<file path="config.mk">
export PLATFORM = sky130hd
export DESIGN_NAME = rtd_code_to_temperature_unit
export DESIGN_NICKNAME = d
export VERILOG_FILES = /design/src/rtl/rtdc_pkg.sv /design/src/rtl/rtdc_mul.sv /design/src/rtl/rtd_code_to_temperature_unit.sv
export SDC_FILE = /design/constraint.sdc
export NUM_CORES = 1
export LEC_CHECK = 0
export BUFFER_PORTS_ARGS = -buffer_cell sky130_fd_sc_hd__buf_2
export CAP_MARGIN = 20
export CORE_ASPECT_RATIO = 1.75
export CORE_UTILIZATION = 36
export DETAILED_ROUTE_END_ITERATION = 8
export GPL_TIMING_DRIVEN = 0
export SYNTH_ARGS = -nofsm -noshare
export SYNTH_HDL_FRONTEND = slang
export SYNTH_SLANG_ARGS = --single-unit
</file>
<file path="constraint.sdc">
create_clock -name aclk -period 4.9 [get_ports aclk]
set_input_delay 0.245 -clock aclk [delete_from_list [all_inputs] [get_ports aclk]]
set_output_delay 0.245 -clock aclk [all_outputs]
set_load 0.05 [all_outputs]
</file>
<file path="src/rtl/rtdc_pkg.sv">
// shared constants, breakpoint tables and helpers for the rtd code to temperature unit
package rtdc_pkg;

    localparam int CODE_W    = 13;
    localparam int TEMP_W    = 11;
    localparam int TAB_LEN   = 18;
    localparam int IDX_W     = 5;
    localparam int OFF_W     = 7;
    localparam int SLOPE_W   = 18;
    localparam int PROD_W    = SLOPE_W + OFF_W;
    localparam int FRAC_BITS = 16;
    localparam int MUL_CNT_W = 3;

    typedef logic [CODE_W-1:0]  code_t;
    typedef logic [TEMP_W-1:0]  temp_t;
    typedef logic [IDX_W-1:0]   idx_t;
    typedef logic [OFF_W-1:0]   off_t;
    typedef logic [SLOPE_W-1:0] slope_t;
    typedef logic [PROD_W-1:0]  prod_t;

    localparam idx_t  FIRST_IDX = IDX_W'(1);
    localparam idx_t  LAST_IDX  = IDX_W'(TAB_LEN - 1);
    localparam temp_t TEMP_STEP = TEMP_W'(100);
    localparam temp_t TEMP_MIN  = TEMP_W'(0);
    localparam temp_t TEMP_MAX  = TEMP_W'(1700);

    // breakpoint codes, floor(8192*r/(r+1000))
    localparam code_t CODE_TAB [0:TAB_LEN-1] = '{
        13'd4096, 13'd4174, 13'd4249, 13'd4322, 13'd4390, 13'd4458,
        13'd4521, 13'd4584, 13'd4644, 13'd4701, 13'd4757, 13'd4811,
        13'd4863, 13'd4912, 13'd4961, 13'd5008, 13'd5054, 13'd5098
    };

    // (100 << 16) / (code[i] - code[i-1]), entry i for the segment ending at i
    localparam slope_t SLOPE_TAB [0:TAB_LEN-1] = '{
        18'd0,      18'd84020,  18'd87381,  18'd89775,  18'd96376,  18'd96376,
        18'd104025, 18'd104025, 18'd109226, 18'd114975, 18'd117028, 18'd121362,
        18'd126030, 18'd133746, 18'd133746, 18'd139438, 18'd142469, 18'd148945
    };

    // temperature of the breakpoint below segment idx
    function automatic temp_t base_temp(input idx_t idx);
        idx_t seg;
        seg = idx - FIRST_IDX;
        return TEMP_W'(TEMP_W'(seg) * TEMP_STEP);
    endfunction

endpackage

</file>
<file path="src/rtl/rtdc_mul.sv">
// bit-serial shift-add multiplier for segment slope times code offset
module rtdc_mul (
    input  logic             aclk,
    input  logic             aresetn,
    input  logic             start,
    input  rtdc_pkg::slope_t multiplicand,
    input  rtdc_pkg::off_t   multiplier,
    output logic             done,
    output rtdc_pkg::prod_t  product
);

    logic                           busy_reg, busy_next;
    logic                           done_reg, done_next;
    logic [rtdc_pkg::MUL_CNT_W-1:0] cnt_reg, cnt_next;
    rtdc_pkg::prod_t                mcand_reg, mcand_next;
    rtdc_pkg::off_t                 mplier_reg, mplier_next;
    rtdc_pkg::prod_t                acc_reg, acc_next;

    localparam logic [rtdc_pkg::MUL_CNT_W-1:0] LAST_CNT =
        rtdc_pkg::MUL_CNT_W'(rtdc_pkg::OFF_W - 1);

    always_comb begin
        busy_next   = busy_reg;
        done_next   = 1'b0;
        cnt_next    = cnt_reg;
        mcand_next  = mcand_reg;
        mplier_next = mplier_reg;
        acc_next    = acc_reg;
        if (start) begin
            busy_next   = 1'b1;
            cnt_next    = '0;
            mcand_next  = rtdc_pkg::PROD_W'(multiplicand);
            mplier_next = multiplier;
            acc_next    = '0;
        end else if (busy_reg) begin
            // one multiplier bit per cycle, lsb first
            if (mplier_reg[0]) begin
                acc_next = acc_reg + mcand_reg;
            end
            mcand_next  = mcand_reg << 1;
            mplier_next = mplier_reg >> 1;
            cnt_next    = cnt_reg + 1'b1;
            if (cnt_reg == LAST_CNT) begin
                busy_next = 1'b0;
                done_next = 1'b1;
            end
        end
    end

    always_ff @(posedge aclk) begin
        if (!aresetn) begin
            busy_reg <= 1'b0;
            done_reg <= 1'b0;
            cnt_reg  <= '0;
        end else begin
            busy_reg <= busy_next;
            done_reg <= done_next;
            cnt_reg  <= cnt_next;
        end
    end

    always_ff @(posedge aclk) begin
        mcand_reg  <= mcand_next;
        mplier_reg <= mplier_next;
        acc_reg    <= acc_next;
    end

    assign done    = done_reg;
    assign product = acc_reg;

endmodule

</file>
<file path="src/rtl/rtd_code_to_temperature_unit.sv">
// top level: pt1000 divider code to temperature by piecewise linear interpolation
//
// Takes one 13-bit divider code per word and returns the temperature in tenths of a
// degree C, clamped to 0 at or below the first breakpoint and to 1700 at or above the
// last. One word is worked on at a time. A clamped code goes straight to the done state;
// an interpolated code passes the table scan (one breakpoint per cycle, its length set
// by the segment the code falls in) and the bit-serial slope multiplier. Either result
// waits until the output register is free. The next word is accepted as soon as the
// current one reaches the output register, even if that result is not yet taken.
module rtd_code_to_temperature_unit (
    input  logic            aclk,
    input  logic            aresetn,
    input  logic            s_valid,
    output logic            s_ready,
    input  rtdc_pkg::code_t s_adc_code,
    output logic            m_valid,
    input  logic            m_ready,
    output rtdc_pkg::temp_t m_temperature
);

    localparam logic [1:0] ST_IDLE = 2'd0;
    localparam logic [1:0] ST_SCAN = 2'd1;
    localparam logic [1:0] ST_MUL  = 2'd2;
    localparam logic [1:0] ST_DONE = 2'd3;

    logic [1:0]         state_reg, state_next;
    logic               m_valid_reg, m_valid_next;
    rtdc_pkg::code_t    code_reg, code_next;
    rtdc_pkg::idx_t     idx_reg, idx_next;
    rtdc_pkg::temp_t    base_reg, base_next;
    rtdc_pkg::off_t     off_reg, off_next;
    rtdc_pkg::slope_t   slope_reg, slope_next;
    rtdc_pkg::temp_t    temp_reg, temp_next;
    rtdc_pkg::temp_t    out_reg, out_next;

    logic               accept;
    logic               found;
    logic               out_load;
    logic               mul_start;
    logic               mul_done;
    rtdc_pkg::prod_t    mul_product;
    rtdc_pkg::idx_t     prev_idx;
    rtdc_pkg::code_t    off_full;

    assign accept   = s_valid && s_ready;
    assign s_ready  = (state_reg == ST_IDLE);
    assign prev_idx = idx_reg - rtdc_pkg::FIRST_IDX;
    assign found    = (idx_reg == rtdc_pkg::LAST_IDX) ||
                      (rtdc_pkg::CODE_TAB[idx_reg] > code_reg);
    assign off_full = code_reg - rtdc_pkg::CODE_TAB[prev_idx];
    assign out_load = (state_reg == ST_DONE) && (!m_valid_reg || m_ready);
    assign mul_start = (state_reg == ST_SCAN) && found;

    rtdc_mul u_mul (
        .aclk         (aclk),
        .aresetn      (aresetn),
        .start        (mul_start),
        .multiplicand (slope_next),
        .multiplier   (off_next),
        .done         (mul_done),
        .product      (mul_product)
    );

    always_comb begin
        state_next = state_reg;
        code_next  = code_reg;
        idx_next   = idx_reg;
        base_next  = base_reg;
        off_next   = off_reg;
        slope_next = slope_reg;
        temp_next  = temp_reg;
        case (state_reg)
            ST_IDLE: begin
                if (accept) begin
                    code_next = s_adc_code;
                    idx_next  = rtdc_pkg::FIRST_IDX;
                    if (s_adc_code <= rtdc_pkg::CODE_TAB[0]) begin
                        temp_next  = rtdc_pkg::TEMP_MIN;
                        state_next = ST_DONE;
                    end else if (s_adc_code >= rtdc_pkg::CODE_TAB[rtdc_pkg::TAB_LEN-1]) begin
                        temp_next  = rtdc_pkg::TEMP_MAX;
                        state_next = ST_DONE;
                    end else begin
                        state_next = ST_SCAN;
                    end
                end
            end
            ST_SCAN: begin
                if (found) begin
                    base_next  = rtdc_pkg::base_temp(idx_reg);
                    off_next   = off_full[rtdc_pkg::OFF_W-1:0];
                    slope_next = rtdc_pkg::SLOPE_TAB[idx_reg];
                    state_next = ST_MUL;
                end else begin
                    idx_next = idx_reg + 1'b1;
                end
            end
            ST_MUL: begin
                if (mul_done) begin
                    temp_next  = base_reg + rtdc_pkg::TEMP_W'(
                        mul_product[rtdc_pkg::FRAC_BITS +: rtdc_pkg::OFF_W]);
                    state_next = ST_DONE;
                end
            end
            ST_DONE: begin
                if (out_load) begin
                    state_next = ST_IDLE;
                end
            end
            default: begin
                state_next = ST_IDLE;
            end
        endcase
    end

    always_comb begin
        m_valid_next = m_valid_reg;
        out_next     = out_reg;
        if (out_load) begin
            m_valid_next = 1'b1;
            out_next     = temp_reg;
        end else if (m_ready) begin
            m_valid_next = 1'b0;
        end
    end

    always_ff @(posedge aclk) begin
        if (!aresetn) begin
            state_reg   <= ST_IDLE;
            m_valid_reg <= 1'b0;
        end else begin
            state_reg   <= state_next;
            m_valid_reg <= m_valid_next;
        end
    end

    always_ff @(posedge aclk) begin
        code_reg  <= code_next;
        idx_reg   <= idx_next;
        base_reg  <= base_next;
        off_reg   <= off_next;
        slope_reg <= slope_next;
        temp_reg  <= temp_next;
        out_reg   <= out_next;
    end

    assign m_valid       = m_valid_reg;
    assign m_temperature = out_reg;

endmodule
</file>
Word level (Yosys, flattened, before mapping)
Memory sizes are Yosys's and may differ from the RTL's.
Cells that the tools add are included.
{ "classes": {"addsub": 6, "mul": 1, "n_lt_le_gt_ge": 5, "eq_ne": 11, "n_mux": 35, "n_bitwise": 4, "reduce_logical": 19} }
{ "op_table": {"columns": ["operator", "count"], "rows": [
  ["18-bit two-way mux", 6],
  ["11-bit two-way mux", 4],
  ["7-bit two-way mux", 6],
  ["13-bit two-way mux", 2],
  ["25-bit adder", 1],
  ["11-bit one-hot mux with 2 select lines", 1],
  ["13-bit >= comparator (second input constant)", 1],
  ["13-bit greater-than comparator", 1],
  ["13-bit less-or-equal comparator (second input constant)", 1],
  ["6-bit >= comparator (second input constant)", 2],
  ["2-bit two-way mux", 6],
  ["5-bit NOT with 6-bit output", 2],
  ["11-bit by 7-bit adder with 11-bit output", 1],
  ["5-bit two-way mux", 2],
  ["5-bit one-hot mux with 2 select lines", 1],
  ["5-bit by 5-bit multiplier with 9-bit output (second input constant)", 1],
  ["2-bit one-hot mux with 4 select lines", 1],
  ["4-bit AND reduction", 2],
  ["2-bit nonzero test", 4],
  ["7-bit subtractor", 1],
  ["1-bit two-way mux", 6],
  ["2-bit != test (second input constant)", 3],
  ["2-bit AND reduction", 3],
  ["5-bit by 1-bit adder with 5-bit output (second input constant)", 1],
  ["16 further kinds", 22]
]} }
{ "totals": {"register_bits": 139, "rom_bits": 1408, "in_bits": 17, "output_inout_bits": 13, "word_cells": 100, "mem_count": 3} }
{ "memory_table": {"columns": ["name", "words", "word_bits", "read_ports", "rd_ports_with_merged_regs", "write_ports", "line", "source"], "rows": [
  ["(no name shown)", 32, 18, 1, 0, 0, "rtd_code_to_temperature_unit.sv:92", "slope_next = rtdc_pkg::SLOPE_TAB[idx_reg];"],
  ["(no name shown)", 32, 13, 1, 0, 0, "rtd_code_to_temperature_unit.sv:50", "assign off_full = code_reg - rtdc_pkg::CODE_TAB[prev_idx];"],
  ["(no name shown)", 32, 13, 1, 0, 0, "rtd_code_to_temperature_unit.sv:49", "(rtdc_pkg::CODE_TAB[idx_reg] > code_reg);"]
]} }

Depth between registers and ports, before layout
{ "logic_depth": {"ltp_word": 9, "mapped_depth": 20, "ltp_nobuf": 18} }

By module
Synthesis repeated with hierarchy kept, for this count alone.
{ "hier_totals": {"hier_cells": 854, "area_unflattened_um2": 8356.8} }
{ "modules_own_cells": {"columns": ["mod", "instances", "cells_each", "area_per_inst_um2", "seq_area_each_um2"], "rows": [
  ["rtd_code_to_temperature_unit", 1, 476, 4708.3, 2031.9],
  ["rtdc_mul", 1, 378, 3648.5, 1491.4]
]} }

Least setup slack after synthesis
OpenSTA, ideal clock, no wires.
{ "synth_timing": {"path_type": "flip-flop to flip-flop", "startpoint": "register idx_reg[1]", "endpoint": "register u_mul.mcand_reg[0], enable pin", "setup_time_ps": 386, "arrival_ps": 3707, "required_ps": 4514, "slack_ps": 808, "path_stages_with_launch": 15, "n_path_buf": 4, "period_less_slack_ps": 4092, "cell_sequence": "edfxtp_1 clkbuf_1 inv_1 ha_1 clkbuf_1 nor2_1 a211o_1 ha_1 nand4_1 or4_1 o311ai_2 o211ai_4 buf_6 buf_2 nand2b_1"} }
{ "synth_between": {"elab_chain_len": 8, "word_cells_on_any_way": 9, "cone_classes": "order compare (1); eq/ne (1); mux (2); bitwise (1); reduce/logical (3); memory (1)"} }
{ "synth_lines": {"columns": ["element", "line", "source"], "rows": [
  ["start: declaration", "rtd_code_to_temperature_unit.sv:29", "rtdc_pkg::idx_t idx_reg, idx_next;"],
  ["start signal: assignment", "rtd_code_to_temperature_unit.sv:139", "idx_reg <= idx_next;"],
  ["5-bit NOT with 6-bit output (implied by the code)", "rtd_code_to_temperature_unit.sv:49", null],
  ["memory 32 x 13 bit", null, null],
  ["13-bit two-way mux (implied by the code) (2 in series)", "rtd_code_to_temperature_unit.sv:49", null],
  ["13-bit greater-than comparator", "rtd_code_to_temperature_unit.sv:49", null],
  ["1-bit logical OR (*)", "rtd_code_to_temperature_unit.sv:48", "assign found = (idx_reg == rtdc_pkg::LAST_IDX) ||"],
  ["1-bit logical AND (*)", "rtd_code_to_temperature_unit.sv:52", "assign mul_start = (state_reg == ST_SCAN) && found;"],
  ["2-bit nonzero test (no line) (*)", null, null],
  ["end signal: assignment", "rtdc_mul.sv:63", "mcand_reg <= mcand_next;"],
  ["end: declaration", "rtdc_mul.sv:15", "rtdc_pkg::prod_t mcand_reg, mcand_next;"]
]} }
Every way passes the cells marked *; elsewhere a longest branch is shown, timed or not. The select of a mux whose other input is x is not followed.
A chain may end at the register's enable or synchronous reset.

Final worst setup path
{ "layout_timing": {"startpoint": "register idx_reg[1]", "endpoint": "register u_mul.mplier_reg[6] (data pin)"} }
{ "layout_between": {"elab_chain_len": 9, "word_cells_on_any_way": 17, "cone_classes": "add/sub (2); order compare (1); eq/ne (1); mux (7); bitwise (2); reduce/logical (2); memory (2)"} }
{ "layout_lines": {"columns": ["element", "line", "source"], "rows": [
  ["5-bit by 1-bit subtractor with 5-bit output", "rtd_code_to_temperature_unit.sv:47", "assign prev_idx = idx_reg - rtdc_pkg::FIRST_IDX;"],
  ["via prev_idx[2]", "rtd_code_to_temperature_unit.sv:42", "rtdc_pkg::idx_t prev_idx;"],
  ["5-bit NOT with 6-bit output (implied by the code)", "rtd_code_to_temperature_unit.sv:50", null],
  ["memory 32 x 13 bit", null, null],
  ["7-bit two-way mux (implied by the code) (2 in series)", "rtd_code_to_temperature_unit.sv:50", null],
  ["7-bit subtractor", "rtd_code_to_temperature_unit.sv:50", null],
  ["7-bit two-way mux", "rtd_code_to_temperature_unit.sv:89", "if (found) begin"],
  ["7-bit two-way mux", "rtd_code_to_temperature_unit.sv:72", "case (state_reg)"],
  ["7-bit two-way mux", "rtdc_mul.sv:29", "if (start) begin"],
  ["end signal: assignment", "rtdc_mul.sv:64", "mplier_reg <= mplier_next;"],
  ["end: declaration", "rtdc_mul.sv:16", "rtdc_pkg::off_t mplier_reg, mplier_next;"]
]} }
The timed path passes the listed nets, and every way through them passes these cells. The select of a mux whose other input is x is not followed.

==> results.cfg <==
[global_route]
grtUsageTotal_pct = 18.8
gr-total-overflow = 0
use_met1_pct = 18.8
gr-usage-met2_pct = 34.9
grt_pass1_vias = 5644
busiest_layer = met2
grt_max_degree = 26
grt_pass1_wl_mm = 29.2
antenna_found_initial = 0
use_met3_pct = 2.51

[floorplanning]
core_um2 = 19700
start_util_pct = 36.7
dieArea_um2 = 20600
die_width_um = 109
num_rows = 68
pin_count = 30
die_y_um = 189

[logic_synthesis]
synth_edf_count = 74
synth_cell_types = 59
async_reset_ff_share_pct = 0
netlist_instances = 761
yosysSeqAreaShare_pct = 40.8
syn_nets = 860
synth_area_um2 = 7220
avgSynthCellArea_um2 = 9.49
synth-seq-cells = 110
ys.flop_type = edfxtp_1
synth-warning-count = 0

[place]
place_ws_ns = -0.248
gp_congestion = 0.968
place_area_um2 = 7680
port-buffer-count = 29
dp_hpwl_mm = 14.7

[pwr]
swShare_pct = 46.4
p_seq_share_pct = 28.8
p_int_mw = 3.27
pwr_density_cell_nw_per_um2 = 767
combPwrFrac_pct = 59.9
power_frac_clock_pct = 11.3
ir_drop_v = 0.000371
p_leak_nw = 3.30
netSwitchingPower_mw = 2.83

[timing]
worst_slack_ns = 0.264
fin_crit_sh_pct = 94.6
finalHoldViolCount = 0
slew_headroom_pct = 32.8
drv_slew = 0
fin_crit_ns = 4.64
fin_skew_ns = 0.0139
worst_slew_pin_slew_ns = 1.01
whs_ns = 0.0744
clock.fmax_mhz = 216
setup_viol = 0
grt_setup_unrepaired = yes

[min_path]
min_path_cells = 1
min_path_type = in -> reg

[setup_path]
arrival_ns = 4.74
endpoint_kind = flip-flop
start_kind = flip-flop
reg2regPathDepth = 19
crit_fanout = 13
cp.required_ns = 5.01
critPathKind = reg -> reg

[clock_network]
cts_max_path_buffers = 2
cts_max_level = 3
ctsHoldBuffers = 0
numCtsBuffers = 9
insertion_delay_ns = 0.36
clock-root-buffer = clkbuf_16
tritoncts = done
clkSinkCount = 110
clkTransAtPathRegs_ns = 0.07

[route]
viasPerCell = 5.41
initialDrtViolationCount = 255
wl_mm = 18.4
first_pass_iters = 4
vias = 5677
drc = 0
post_drt_wl_per_cell_um = 17.5
drtAntennaViolNets = 0

[layout]
antenna_cells = 0
fin_nets = 899
layout_common_cells = nor2_1 (83), ha_1 (77), nand2_1 (74), edfxtp_1 (74), a21oi_1 (66)
syn_to_final_growth_pct = 10.2
drive_gt1_share_pct = 9.07
design_area_um2 = 7960
num-fill-cells = 1978
final_common_cell = nor2_1
fin_util_pct = 40.5

[run_status]
status = finished, final reports clean

[job]
max_cap_violations = 0
==> cell families (layout without fill, tap and decap cells) <==
family                     count (synthesis)  count (layout)  synth area share [%]
xor gates and xnor gates                  42              42                  5.36
muxes                                     14              14                  1.96
and+or+nand+nor                          237             237                  14.9
buffers and inverters                     76             120                  4.16
DFF                                      110             110                  40.8
adders and majority gates                 82              82                  14.6
AOI/OAI and AO/OA                        200             200                  18.2
==> power by group through the flow <==
stage / combinational, mW / sequential (mW) / clock, mW
final: 3.65 / 1.76 / 0.689
after detailed placement: 3.63 / 1.78 / 0
after CTS: 3.67 / 1.76 / 0.709
after floorplan: 2.73 / 1.73 / 0
after global routing: 4.08 / 1.79 / 0.738
after global placement: 3.59 / 1.77 / 0
==> path summary, 6_finish.rpt <==
check	slack [ns]	endpoint	start
setup / recovery	0.26	u_mul.mplier_reg[6]$_SDFFCE_PN0P_	idx_reg[1]$_SDFFCE_PP0P_
hold / removal	0.07	code_reg[10]$_DFFE_PP_	s_adc_code[10]
setup reg to reg	0.26	u_mul.mplier_reg[6]$_SDFFCE_PN0P_	idx_reg[1]$_SDFFCE_PP0P_
hold reg to reg	0.42	m_temperature[10]$_DFFE_PP_	temp_reg[10]$_DFFE_PP_
==> stage by stage <==
stage          setup TNS (ns)  instances  total power, mW
6_report                    0       1050             6.10
5_1_grt               -0.0170       1050             6.60
4_1_cts                     0       1051             6.14
3_5_place_dp            -6.79       1035             5.41
3_3_place_gp            -6.64       1035             5.36
2_1_floorplan               0        761             4.47
==> final cells by class <==
class | instances | area, um^2 | area share (%)
Multi-Input combinational cell | 575 | 4000 | 50.2
Sequential cell | 110 | 2940 | 37.0
Tap cell | 245 | 307 | 3.85
Clock buffer | 11 | 233 | 2.93
Buffer | 38 | 159 | 2.00
Timing Repair Buffer | 29 | 145 | 1.82
Inverter | 37 | 140 | 1.76
Clock inverter | 5 | 33.8 | 0.425
==> repair_timing <==
item,4_1_cts,5_1_grt
endpoints found under the setup margin,32,41
resized for setup,5,3
pin swaps,0,0
setup buffers,0,0
==> cell usage after synthesis (all sizes together), types with 2 or more instances <==
master,number,area share (%)
o221ai,2,0.24
or2,5,0.47
o31a,3,0.36
a311oi,2,0.33
nand2b,7,0.61
o211ai,10,1.2
or4,2,0.21
a221oi,4,0.49
nand3,12,0.83
o21a,10,1.0
nor2b,11,0.95
a211oi,12,1.3
a21oi,66,4.6
dfxtp,36,10
clkbuf,31,1.6
o21bai,4,0.42
nand4,11,0.95
a311o,2,0.28
fa,4,1.1
o311ai,2,0.35
buf,8,0.62
a31oi,6,0.52
xnor2,24,3.2
o31ai,2,0.40
nor3,12,0.83
a211o,3,0.36
nor2,85,4.5
nor4,5,0.43
inv,36,1.9
or3,3,0.26
nand2,74,3.8
a21o,34,3.5
ha,78,14
xor2,18,2.2
o21ai,34,2.4
edfxtp,74,31
and2,7,0.61
mux2i,13,1.8
==> critical path, stage by stage, from the launching register on <==
cell and delay [ns]:
edfxtp_1 0.54, clkbuf_2 0.26, inv_2 0.20, ha_2 0.30, inv_1 0.16, ha_1 0.58
nand2_1 0.09, o21ai_0 0.10, nand2_1 0.07, a21oi_1 0.35, ha_1 0.21, inv_1 0.06
fa_1 0.39, a21o_1 0.17, a21oi_1 0.21, o21bai_1 0.09, a21oi_1 0.18, xnor2_1 0.16
xnor2_1 0.09, and2_1 0.17
==> routing by layer <==
| metal | routed length (um) | vias to the layer above |
|---|---|---|
| li1 | - | 2806 |
| met1 | 6750 | 2693 |
| met2 | 10000 | 123 |
| met3 | 462 | 55 |
| met4 | 1170 | 0 |
| met5 | 0 | - |
No activity file was read; power rests on OpenSTA's default activity.
